File: src/hdl/dbd_pkg.sv
// Shared types and constants for the delimited block deframer.
package dbd_pkg;

  localparam int unsigned OFFSET_BITS = 20;
  localparam int unsigned SIZE_BITS   = 20;
  localparam int unsigned SEQ_BITS    = 32;

  localparam int unsigned LEN_FIRST    = 8;
  localparam int unsigned SEQ_FIRST    = 12;
  localparam int unsigned HEADER_BYTES = 16;
  localparam int unsigned TRAILER_BYTES = 8;
  localparam int unsigned OVERHEAD_BYTES = 24;
  localparam int unsigned SHORT_LIMIT  = 106;

  localparam logic [SIZE_BITS-1:0] MAX_FRAME_RESET = 20'd65536;
  localparam logic [63:0] END_MARKER = 64'h557F5A02693ED6AA;

  // Output queue between the parser and the output port
  localparam int unsigned QUEUE_DEPTH = 2;
  localparam int unsigned QPTR_BITS   = 1;
  localparam int unsigned QCNT_BITS   = 2;

  typedef enum logic [2:0] {
    ST_BUSY       = 3'd0,
    ST_OK         = 3'd1,
    ST_BAD_START  = 3'd2,
    ST_BAD_LENGTH = 3'd3,
    ST_BAD_END    = 3'd4,
    ST_SHORT      = 3'd5
  } status_e;

  typedef struct packed {
    logic [7:0]             out_byte;
    logic [OFFSET_BITS-1:0] frame_offset;
    logic                   in_payload;
    logic                   frame_done;
    status_e                frame_status;
    logic                   sequence_gap;
    logic [SEQ_BITS-1:0]    frame_sequence;
    logic [SIZE_BITS-1:0]   frame_total_bytes;
  } result_t;

  function automatic logic [7:0] start_byte(input logic [2:0] idx);
    logic [7:0] b;
    case (idx)
      3'd0:    b = 8'hAA;
      3'd1:    b = 8'hD6;
      3'd2:    b = 8'h3E;
      3'd3:    b = 8'h69;
      3'd4:    b = 8'h02;
      3'd5:    b = 8'h5A;
      3'd6:    b = 8'h7F;
      3'd7:    b = 8'h55;
      default: b = 8'h00;
    endcase
    return b;
  endfunction

endpackage

File: src/hdl/dbd_if.sv
// Valid/ready channel interfaces for the deframer input and result streams.
interface dbd_in_if;
  logic       valid;
  logic       ready;
  logic       command;
  logic [7:0] data_byte;

  modport source (output valid, output command, output data_byte, input ready);
  modport sink   (input valid, input command, input data_byte, output ready);
endinterface

interface dbd_out_if;
  logic        valid;
  logic        ready;
  logic [7:0]  out_byte;
  logic [19:0] frame_offset;
  logic        in_payload;
  logic        frame_done;
  logic [2:0]  frame_status;
  logic        sequence_gap;
  logic [31:0] frame_sequence;
  logic [19:0] frame_total_bytes;

  modport source (
    output valid, output out_byte, output frame_offset, output in_payload,
    output frame_done, output frame_status, output sequence_gap,
    output frame_sequence, output frame_total_bytes, input ready
  );
  modport sink (
    input valid, input out_byte, input frame_offset, input in_payload,
    input frame_done, input frame_status, input sequence_gap,
    input frame_sequence, input frame_total_bytes, output ready
  );
endinterface

File: src/hdl/dbd_parse.sv
// Front end: accepts stream bytes, tracks frame position and judges header/trailer.
module dbd_parse import dbd_pkg::*; #(
  parameter int unsigned POSITION_BITS = 20
) (
  input  logic                 clk_i,
  input  logic                 rst_ni,
  input  logic                 cfg_we_i,
  input  logic [SIZE_BITS-1:0] cfg_wdata_i,
  dbd_in_if.sink               in_i,
  input  logic                 q_ready_i,
  output logic                 push_o,
  output result_t              res_o
);

  localparam int unsigned CMP_BITS =
      ((POSITION_BITS > SIZE_BITS) ? POSITION_BITS : SIZE_BITS) + 1;
  localparam logic [32:0] POS_SPAN = 33'd1 << POSITION_BITS;

  logic [SIZE_BITS-1:0]     max_frame_q;
  logic [POSITION_BITS-1:0] pos_q, pos_d;
  logic [SIZE_BITS-1:0]     total_q, total_d;
  logic [31:0]              len_q, len_d;
  logic [31:0]              seq_q, seq_d;
  logic [31:0]              last_seq_q, last_seq_d;
  logic                     start_ok_q, start_ok_d;
  logic [63:0]              recent_q, recent_d;

  logic                accept;
  logic [7:0]          b;
  logic [CMP_BITS-1:0] pos_ext;
  logic [CMP_BITS-1:0] total_ext;
  logic [31:0]         len_n, seq_n;
  logic [63:0]         recent_n;
  logic                start_ok_n;
  logic                hdr_last, in_body;
  logic [32:0]         total_w, limit_w;
  logic                bad_len;
  logic                finish;

  assign accept   = in_i.valid && q_ready_i;
  assign in_i.ready = q_ready_i;
  assign push_o   = accept && !in_i.command;
  assign b        = in_i.data_byte;

  assign pos_ext   = CMP_BITS'(pos_q);
  assign total_ext = CMP_BITS'(total_q);
  assign hdr_last  = pos_ext == CMP_BITS'(HEADER_BYTES - 1);
  assign in_body   = pos_ext >= CMP_BITS'(HEADER_BYTES);

  assign recent_n   = {recent_q[55:0], b};
  assign start_ok_n = start_ok_q &&
      !((pos_ext < CMP_BITS'(LEN_FIRST)) && (b != start_byte(pos_q[2:0])));
  assign len_n = ((pos_ext >= CMP_BITS'(LEN_FIRST)) && (pos_ext < CMP_BITS'(SEQ_FIRST)))
               ? {len_q[23:0], b} : len_q;
  assign seq_n = ((pos_ext >= CMP_BITS'(SEQ_FIRST)) && (pos_ext < CMP_BITS'(HEADER_BYTES)))
               ? {seq_q[23:0], b} : seq_q;

  // Size limit is the smaller of the register and the position counter span
  assign total_w = {1'b0, len_n} + 33'(OVERHEAD_BYTES);
  assign limit_w = (33'(max_frame_q) > POS_SPAN) ? POS_SPAN : 33'(max_frame_q);
  assign bad_len = len_n[31] || (total_w > limit_w);

  always_comb begin
    res_o = '0;
    res_o.out_byte     = b;
    res_o.frame_offset = pos_ext[OFFSET_BITS-1:0];
    res_o.frame_status = ST_BUSY;
    finish = 1'b0;
    if (hdr_last) begin
      if (!start_ok_n) begin
        res_o.frame_status = ST_BAD_START;
        finish = 1'b1;
      end else begin
        res_o.frame_sequence = seq_n;
        res_o.sequence_gap   = seq_n != (last_seq_q + 32'd1);
        if (bad_len) begin
          res_o.frame_status = ST_BAD_LENGTH;
          finish = 1'b1;
        end else begin
          res_o.frame_total_bytes = total_w[SIZE_BITS-1:0];
        end
      end
    end else if (in_body) begin
      res_o.frame_sequence    = seq_q;
      res_o.frame_total_bytes = total_q;
      res_o.in_payload = (pos_ext + CMP_BITS'(TRAILER_BYTES)) < total_ext;
      if ((pos_ext + CMP_BITS'(1)) >= total_ext) begin
        finish = 1'b1;
        if (recent_n != END_MARKER) begin
          res_o.frame_status = ST_BAD_END;
        end else if (total_ext < CMP_BITS'(SHORT_LIMIT)) begin
          res_o.frame_status = ST_SHORT;
        end else begin
          res_o.frame_status = ST_OK;
        end
      end
    end
    res_o.frame_done = finish;
  end

  always_comb begin
    pos_d      = pos_q;
    total_d    = total_q;
    len_d      = len_q;
    seq_d      = seq_q;
    last_seq_d = last_seq_q;
    start_ok_d = start_ok_q;
    recent_d   = recent_q;
    if (accept) begin
      if (in_i.command || finish) begin
        pos_d      = '0;
        total_d    = '0;
        len_d      = '0;
        seq_d      = '0;
        start_ok_d = 1'b1;
        recent_d   = '0;
        if (in_i.command) begin
          last_seq_d = '0;
        end else if (hdr_last && start_ok_n && !bad_len) begin
          last_seq_d = seq_n;
        end
      end else begin
        pos_d      = pos_q + POSITION_BITS'(1);
        len_d      = len_n;
        seq_d      = seq_n;
        start_ok_d = start_ok_n;
        recent_d   = recent_n;
        if (hdr_last) begin
          last_seq_d = seq_n;
          total_d    = total_w[SIZE_BITS-1:0];
        end
      end
    end
  end

  always_ff @(posedge clk_i or negedge rst_ni) begin
    if (!rst_ni) begin
      max_frame_q <= MAX_FRAME_RESET;
      pos_q       <= '0;
      total_q     <= '0;
      len_q       <= '0;
      seq_q       <= '0;
      last_seq_q  <= '0;
      start_ok_q  <= 1'b1;
      recent_q    <= '0;
    end else begin
      if (cfg_we_i) begin
        max_frame_q <= cfg_wdata_i;
      end
      pos_q      <= pos_d;
      total_q    <= total_d;
      len_q      <= len_d;
      seq_q      <= seq_d;
      last_seq_q <= last_seq_d;
      start_ok_q <= start_ok_d;
      recent_q   <= recent_d;
    end
  end

`ifndef SYNTH
  a_done_has_status: assert property (@(posedge clk_i) disable iff (!rst_ni)
    push_o && res_o.frame_done |-> res_o.frame_status != ST_BUSY)
    else $error("frame end without a final status");
  a_busy_not_done: assert property (@(posedge clk_i) disable iff (!rst_ni)
    push_o && !res_o.frame_done |-> res_o.frame_status == ST_BUSY)
    else $error("final status on a byte that does not end the frame");
  a_gap_on_header: assert property (@(posedge clk_i) disable iff (!rst_ni)
    push_o && res_o.sequence_gap |-> res_o.frame_offset == OFFSET_BITS'(HEADER_BYTES - 1))
    else $error("sequence gap outside header completion");
  a_restart_after_done: assert property (@(posedge clk_i) disable iff (!rst_ni)
    push_o && res_o.frame_done |=> pos_q == '0 && start_ok_q)
    else $error("frame position not rewound after frame end");
`endif

endmodule

File: src/hdl/dbd_queue.sv
// Back end: short result queue that drives the output channel.
module dbd_queue import dbd_pkg::*; (
  input  logic    clk_i,
  input  logic    rst_ni,
  input  logic    push_i,
  input  result_t res_i,
  output logic    ready_o,
  dbd_out_if.source out_o
);

  result_t              mem_q [QUEUE_DEPTH];
  logic [QPTR_BITS-1:0] wr_q, rd_q;
  logic [QCNT_BITS-1:0] cnt_q, cnt_d;
  logic                 pop;
  result_t              head;

  assign ready_o = cnt_q != QCNT_BITS'(QUEUE_DEPTH);
  assign pop     = out_o.valid && out_o.ready;
  assign head    = mem_q[rd_q];

  assign out_o.valid             = cnt_q != '0;
  assign out_o.out_byte          = head.out_byte;
  assign out_o.frame_offset      = head.frame_offset;
  assign out_o.in_payload        = head.in_payload;
  assign out_o.frame_done        = head.frame_done;
  assign out_o.frame_status      = head.frame_status;
  assign out_o.sequence_gap      = head.sequence_gap;
  assign out_o.frame_sequence    = head.frame_sequence;
  assign out_o.frame_total_bytes = head.frame_total_bytes;

  always_comb begin
    cnt_d = cnt_q;
    if (push_i && !pop) begin
      cnt_d = cnt_q + QCNT_BITS'(1);
    end else if (pop && !push_i) begin
      cnt_d = cnt_q - QCNT_BITS'(1);
    end
  end

  always_ff @(posedge clk_i) begin
    if (push_i) begin
      mem_q[wr_q] <= res_i;
    end
  end

  always_ff @(posedge clk_i or negedge rst_ni) begin
    if (!rst_ni) begin
      wr_q  <= '0;
      rd_q  <= '0;
      cnt_q <= '0;
    end else begin
      if (push_i) begin
        wr_q <= wr_q + QPTR_BITS'(1);
      end
      if (pop) begin
        rd_q <= rd_q + QPTR_BITS'(1);
      end
      cnt_q <= cnt_d;
    end
  end

endmodule

File: src/hdl/delimited_block_deframer_top.sv
// Delimited block deframer: top level joining the parser and the result queue.
//
// in_i carries one byte (or a reconnect command) per transfer; out_o carries
// one result per data byte, tagged with its frame offset, payload flag, end
// flag, status, sequence gap, sequence number and total frame size.
// A reconnect command gives no result; it clears the stored sequence number
// and rewinds the frame position.
// max_frame_bytes is written through cfg_we_i/cfg_wdata_i; the user must
// write it only while idle; the block has no check for it. One byte is taken
// per cycle while in_i.ready is high; the parser judges each byte in the cycle
// it arrives, against its frame counters, and the queue registers the result.
// A two-entry result queue separates in_i from out_o; when the receiver
// stalls the queue fills and in_i.ready drops until an entry is taken.
// Reset clears the frame position, the stored sequence number and the queue,
// and sets max_frame_bytes to 65536.
module delimited_block_deframer_top import dbd_pkg::*; #(
  parameter int unsigned POSITION_BITS = 20
) (
  input  logic                 clk_i,
  input  logic                 rst_ni,
  input  logic                 cfg_we_i,
  input  logic [SIZE_BITS-1:0] cfg_wdata_i,
  dbd_in_if.sink               in_i,
  dbd_out_if.source            out_o
);

  logic    q_ready;
  logic    push;
  result_t res;

  dbd_parse #(
    .POSITION_BITS (POSITION_BITS)
  ) u_parse (
    .clk_i       (clk_i),
    .rst_ni      (rst_ni),
    .cfg_we_i    (cfg_we_i),
    .cfg_wdata_i (cfg_wdata_i),
    .in_i        (in_i),
    .q_ready_i   (q_ready),
    .push_o      (push),
    .res_o       (res)
  );

  dbd_queue u_queue (
    .clk_i   (clk_i),
    .rst_ni  (rst_ni),
    .push_i  (push),
    .res_i   (res),
    .ready_o (q_ready),
    .out_o   (out_o)
  );

endmodule

File: src/flat_wrapper.sv
// flat-port wrapper written by rule: the top's interface ports become plain ports
module delimited_block_deframer_top_flat import dbd_pkg::*;
#(
  parameter int unsigned POSITION_BITS = 20
)
  (clk_i, rst_ni, cfg_we_i, cfg_wdata_i, in_i_valid, in_i_command, in_i_data_byte, in_i_ready, out_o_valid, out_o_out_byte, out_o_frame_offset, out_o_in_payload, out_o_frame_done, out_o_frame_status, out_o_sequence_gap, out_o_frame_sequence, out_o_frame_total_bytes, out_o_ready);
  dbd_in_if in_i_i ();
  dbd_out_if out_o_i ();
  input  logic clk_i;
  input  logic rst_ni;
  input  logic cfg_we_i;
  input  logic [SIZE_BITS-1:0] cfg_wdata_i;
  input wire logic [$bits(in_i_i.valid)-1:0] in_i_valid;
  input wire logic [$bits(in_i_i.command)-1:0] in_i_command;
  input wire logic [$bits(in_i_i.data_byte)-1:0] in_i_data_byte;
  output wire logic [$bits(in_i_i.ready)-1:0] in_i_ready;
  output wire logic [$bits(out_o_i.valid)-1:0] out_o_valid;
  output wire logic [$bits(out_o_i.out_byte)-1:0] out_o_out_byte;
  output wire logic [$bits(out_o_i.frame_offset)-1:0] out_o_frame_offset;
  output wire logic [$bits(out_o_i.in_payload)-1:0] out_o_in_payload;
  output wire logic [$bits(out_o_i.frame_done)-1:0] out_o_frame_done;
  output wire logic [$bits(out_o_i.frame_status)-1:0] out_o_frame_status;
  output wire logic [$bits(out_o_i.sequence_gap)-1:0] out_o_sequence_gap;
  output wire logic [$bits(out_o_i.frame_sequence)-1:0] out_o_frame_sequence;
  output wire logic [$bits(out_o_i.frame_total_bytes)-1:0] out_o_frame_total_bytes;
  input wire logic [$bits(out_o_i.ready)-1:0] out_o_ready;
  assign in_i_i.valid = in_i_valid;
  assign in_i_i.command = in_i_command;
  assign in_i_i.data_byte = in_i_data_byte;
  assign in_i_ready = in_i_i.ready;
  assign out_o_valid = out_o_i.valid;
  assign out_o_out_byte = out_o_i.out_byte;
  assign out_o_frame_offset = out_o_i.frame_offset;
  assign out_o_in_payload = out_o_i.in_payload;
  assign out_o_frame_done = out_o_i.frame_done;
  assign out_o_frame_status = out_o_i.frame_status;
  assign out_o_sequence_gap = out_o_i.sequence_gap;
  assign out_o_frame_sequence = out_o_i.frame_sequence;
  assign out_o_frame_total_bytes = out_o_i.frame_total_bytes;
  assign out_o_i.ready = out_o_ready;
  delimited_block_deframer_top #(.POSITION_BITS(POSITION_BITS)) u_core (.clk_i(clk_i), .rst_ni(rst_ni), .cfg_we_i(cfg_we_i), .cfg_wdata_i(cfg_wdata_i), .in_i(in_i_i), .out_o(out_o_i));
endmodule
File: config.mk
export PLATFORM = sky130hd
export DESIGN_NAME = delimited_block_deframer_top_flat
export DESIGN_NICKNAME = d
export VERILOG_FILES = /design/src/hdl/dbd_pkg.sv /design/src/hdl/dbd_if.sv /design/src/hdl/dbd_parse.sv /design/src/hdl/dbd_queue.sv /design/src/hdl/delimited_block_deframer_top.sv /design/src/flat_wrapper.sv
export SDC_FILE = /design/constraint.sdc
export NUM_CORES = 1
export LEC_CHECK = 0
export BUFFER_PORTS_ARGS = -buffer_cell sky130_fd_sc_hd__buf_2
export CORE_MARGIN = 5
export CORE_UTILIZATION = 50
export CTS_CLUSTER_DIAMETER = 50
export DETAILED_ROUTE_END_ITERATION = 10
export PLACE_DENSITY = 0.68
export REMOVE_ABC_BUFFERS = 1
export SLEW_MARGIN = 20
export SYNTH_ARGS = -nofsm -noshare
export SYNTH_HDL_FRONTEND = slang
export SYNTH_SLANG_ARGS = --single-unit
export TNS_END_PERCENT = 30
File: constraint.sdc
create_clock -name clk_i -period 19.9 [get_ports clk_i]
set_input_delay 0.995 -clock clk_i [delete_from_list [all_inputs] [get_ports clk_i]]
set_output_delay 0.995 -clock clk_i [all_outputs]
set_load 0.1 [all_outputs]
==> flow_summary.json <==
{
  "synth_area_sq_um": 20600,
  "vias": 14999,
  "cts_tree": "built",
  "finalCritPeriodShare_pct": 31.8,
  "synth.distinct_cells": 80,
  "cp_common_cell": "o21ai_0",
  "clk_pin_slew_ns": 0.06,
  "wl_mm": 53.6,
  "post_cts_buffers": 0,
  "combPwrFrac_pct": 32.6,
  "fp.coreArea_sq_um": 40700,
  "io-pin-count": 122,
  "setup_viol": 0,
  "clock-sinks": 389,
  "endpoint_kind": "register",
  "avgRoutedWirePerCell_um": 21.4,
  "switching_share_pct": 40.9,
  "tightest_slew_ns": 1.10,
  "cts_hold_buf": 0,
  "endpoint": "u_core.u_parse.total_q[4]",
  "antenna_found_initial": 0,
  "die_h_um": 213,
  "required_ns": 20.36,
  "cts_max_path_buffers": 3,
  "grt_first_pass_wirelength_mm": 84.2,
  "ys_seq_area_share_pct": 51.5,
  "grt_pass1_vias": 14717,
  "async_reset_ff_share_pct": 55.8,
  "synth_cells": 1875,
  "rsz0062_at_grt": "no",
  "internal_power_mw": 1.64,
  "diodes": 0,
  "timing.rr.start": "u_core.u_parse.pos_q[13]",
  "total_power_mw": 2.78,
  "p_leak_nw": 9.65,
  "p_clk_share_pct": 31.7,
  "ir_drop_mv": 0.116,
  "drv_cap": 0,
  "area_growth_pct": 11.5,
  "crit_chain": "nor4_4 > and3_1 > nand2_1 > buf_4 > o21ai_0 > a21boi_0 > nand2_1 > xnor2_1 > o21ai_0 > inv_1 > ha_1 > and4_1 > nand4_1 > a22o_1 > a21oi_1 > o21a_1 > a41o_4 > nand4b_1 > o21ai_0",
  "grt_max_degree": 104,
  "min_period_ns": 6.33,
  "insertion_delay_ns": 0.58,
  "power.switching_mw": 1.14,
  "slew_viol_final": 0,
  "final_common_cell": "nand2_1",
  "r2r_end": "u_core.u_parse.total_q[4]",
  "synth-edff-count": 172,
  "post_drt_via_cell_ratio": 5.99,
  "fin_cells": 2504,
  "pre_cts_ws_ns": 13.46,
  "tns_ns": 0,
  "cp_max_fo": 36,
  "setup_slack_ns": 13.57,
  "relSlewSlack_pct": 26.7,
  "avgSynthCellArea_sq_um": 11.0,
  "grtUsageTotal_pct": 23.5,
  "drive_above_1_share_pct": 16.8,
  "dieArea_sq_um": 45300,
  "status": "finished clean",
  "h-tree-depth": 2,
  "worstSetupPathType": "reg -> reg",
  "ys_ff_latch": 389,
  "critical_path_arrival_ns": 6.78,
  "initial_utilization_pct": 50.5,
  "min_path_type": "in -> async",
  "first_iter_violations": 1262,
  "reg2reg_slack_ns": 13.57,
  "die_w_um": 213,
  "port_buffers": 121,
  "fmax_mhz": 158,
  "drc_errors": 0,
  "p_seq_share_pct": 35.7,
  "crit_start": "u_core.u_parse.pos_q[13]",
  "mostFrequentLayoutCells": "nand2_1 (228), dfrtp_1 (214), o21ai_0 (175), edfxtp_1 (172), buf_2 (120)",
  "cts_resized": 0,
  "synthFlopType": "dfrtp_1",
  "finish.utilization_pct": 56.3,
  "placed_cells": 2417,
  "final_hold_viol_count": 0,
  "nets": 2037,
  "yosys_warnings": 0,
  "cts-root-buf": "clkbuf_16",
  "grt_overflow": 0,
  "setup.worst_path.start_class": "register",
  "skew_ns": 0.0237,
  "antenna_left": 0,
  "critPathSlowestCell": "nand4b_1",
  "place_hpwl_mm": 36.0,
  "pwr_density_cell_nw_per_um2": 121,
  "core.rowCount": 74,
  "gp_congestion": 0.916,
  "critPathMaxStageDelay_ns": 0.73,
  "numCtsBuffers": 47,
  "dr.pass1.iters": 5,
  "r2r_cells": 19
}
[layout make-up]
cell class                 instances  area (sq um)
fill                            3474         17800
sequential                       389         10600
multi-input combinational       1285          9040
clock buffer                      60          1280
timing repair buffer             136           728
tap                              532           666
clock inverter                    27           324
inverter                          75           282
[per-stage QoR]
step,hold slack (ns),area [sq um]
CTS,0.484,22900
floorplan,0.450,19900
global route,0.514,22900
finish,0.481,22900
detailed placement,0.471,21300
global placement,0.461,21300
[cells in the mapped netlist (4+ instances only)]
| cell type | n | area (sq um) |
|---|---|---|
| xnor2_1 | 76 | 666 |
| buf_2 | 27 | 135 |
| a21o_1 | 15 | 113 |
| nor2b_1 | 4 | 25.0 |
| a221o_1 | 4 | 40.0 |
| buf_12 | 7 | 140 |
| nor4_1 | 12 | 75.1 |
| ha_1 | 69 | 863 |
| nor3_1 | 21 | 105 |
| a32o_1 | 23 | 230 |
| nand4_1 | 33 | 206 |
| nand4b_1 | 6 | 52.6 |
| nand3_1 | 37 | 185 |
| nand2_1 | 230 | 863 |
| inv_1 | 74 | 278 |
| clkbuf_1 | 82 | 308 |
| or3_1 | 8 | 50.1 |
| nand2b_1 | 8 | 50.1 |
| and4_1 | 9 | 78.8 |
| dfrtp_1 | 215 | 5380 |
| nor2_1 | 91 | 342 |
| xor2_1 | 47 | 412 |
| mux2_2 | 89 | 1000 |
| buf_4 | 4 | 30.0 |
| o21a_1 | 8 | 60.1 |
| a21oi_1 | 23 | 115 |
| mux2i_1 | 84 | 841 |
| o21ai_0 | 175 | 876 |
| o22ai_1 | 28 | 175 |
| nor4b_1 | 5 | 43.8 |
| nor4bb_1 | 5 | 50.1 |
| a22o_1 | 72 | 631 |
| or2_2 | 5 | 31.3 |
| a211oi_1 | 4 | 30.0 |
| a31oi_1 | 6 | 37.5 |
| and2_1 | 10 | 62.6 |
| and3_1 | 16 | 100 |
| edfxtp_1 | 172 | 5160 |
| buf_6 | 4 | 45.0 |
[critical path: cells and delay by family, from the launching register on]
family,cells,cell delay (ns)
AOI/OAI and AO/OA,8,2.71
xor gates and xnor gates,1,0.14
adders and majority gates,1,0.28
buffers and inverters,2,0.35
DFF,1,0.50
and+or+nand+nor,7,2.23
[worst min-delay path by stage]
| stage | slack (ns) | to | cells past startpoint | start |
|---|---|---|---|---|
| 2_1_floorplan | 0.45 | u_core.u_parse.total_q[10] | 2 | u_core.u_parse.total_q[10] |
| 3_3_place_gp | 0.46 | u_core.u_parse.total_q[4] | 2 | u_core.u_parse.total_q[4] |
| 3_5_place_dp | 0.47 | u_core.u_parse.total_q[12] | 2 | u_core.u_parse.total_q[12] |
| 4_1_cts | 0.48 | u_core.u_parse.total_q[12] | 2 | u_core.u_parse.total_q[12] |
| 5_1_grt | 0.51 | u_core.u_parse.recent_q[54] | 1 | u_core.u_parse.recent_q[54] |
| 6_report | 0.48 | u_core.u_parse.recent_q[42] | 1 | rst_ni |
[power groups by stage]
stage          Sequential [mW]  Combinational, mW  Clock (mW)
6_report                 0.994              0.908       0.881
5_1_grt                   1.00              0.950       0.936
4_1_cts                  0.993              0.917       0.898
3_5_place_dp              1.01              0.913           0
3_3_place_gp              1.00              0.906           0
2_1_floorplan             1.00              0.736           0
[logic make-up after synthesis]
kind of cell / after synthesis / share of synthesized area [%]
xor+xnor: 123 / 5.24
compound gates: 400 / 13.1
simple gates: 520 / 12.3
mux: 173 / 8.96
fa+ha+maj: 69 / 4.20
buf+inv: 201 / 4.61
flops: 389 / 51.5
[flip-flops by register name, indices dropped and copies added, names as in the netlist, 2 cells and up]
register,flops
u_core.u_queue.mem_q,172
u_core.u_parse.recent_q,56
u_core.u_parse.last_seq_q,32
u_core.u_parse.len_q,32
u_core.u_parse.seq_q,32
u_core.u_parse.max_frame_q,20
u_core.u_parse.pos_q,20
u_core.u_parse.total_q,20
u_core.u_queue.cnt_q,2
[metal layers]
layer	share of wire (%)	GRT usage [%]
met5	0	0
met4	2.4	6.53
met3	6.3	4.07
met2	47	36.5
met1	45	34.4
No activity file was read; power rests on OpenSTA's default activity.
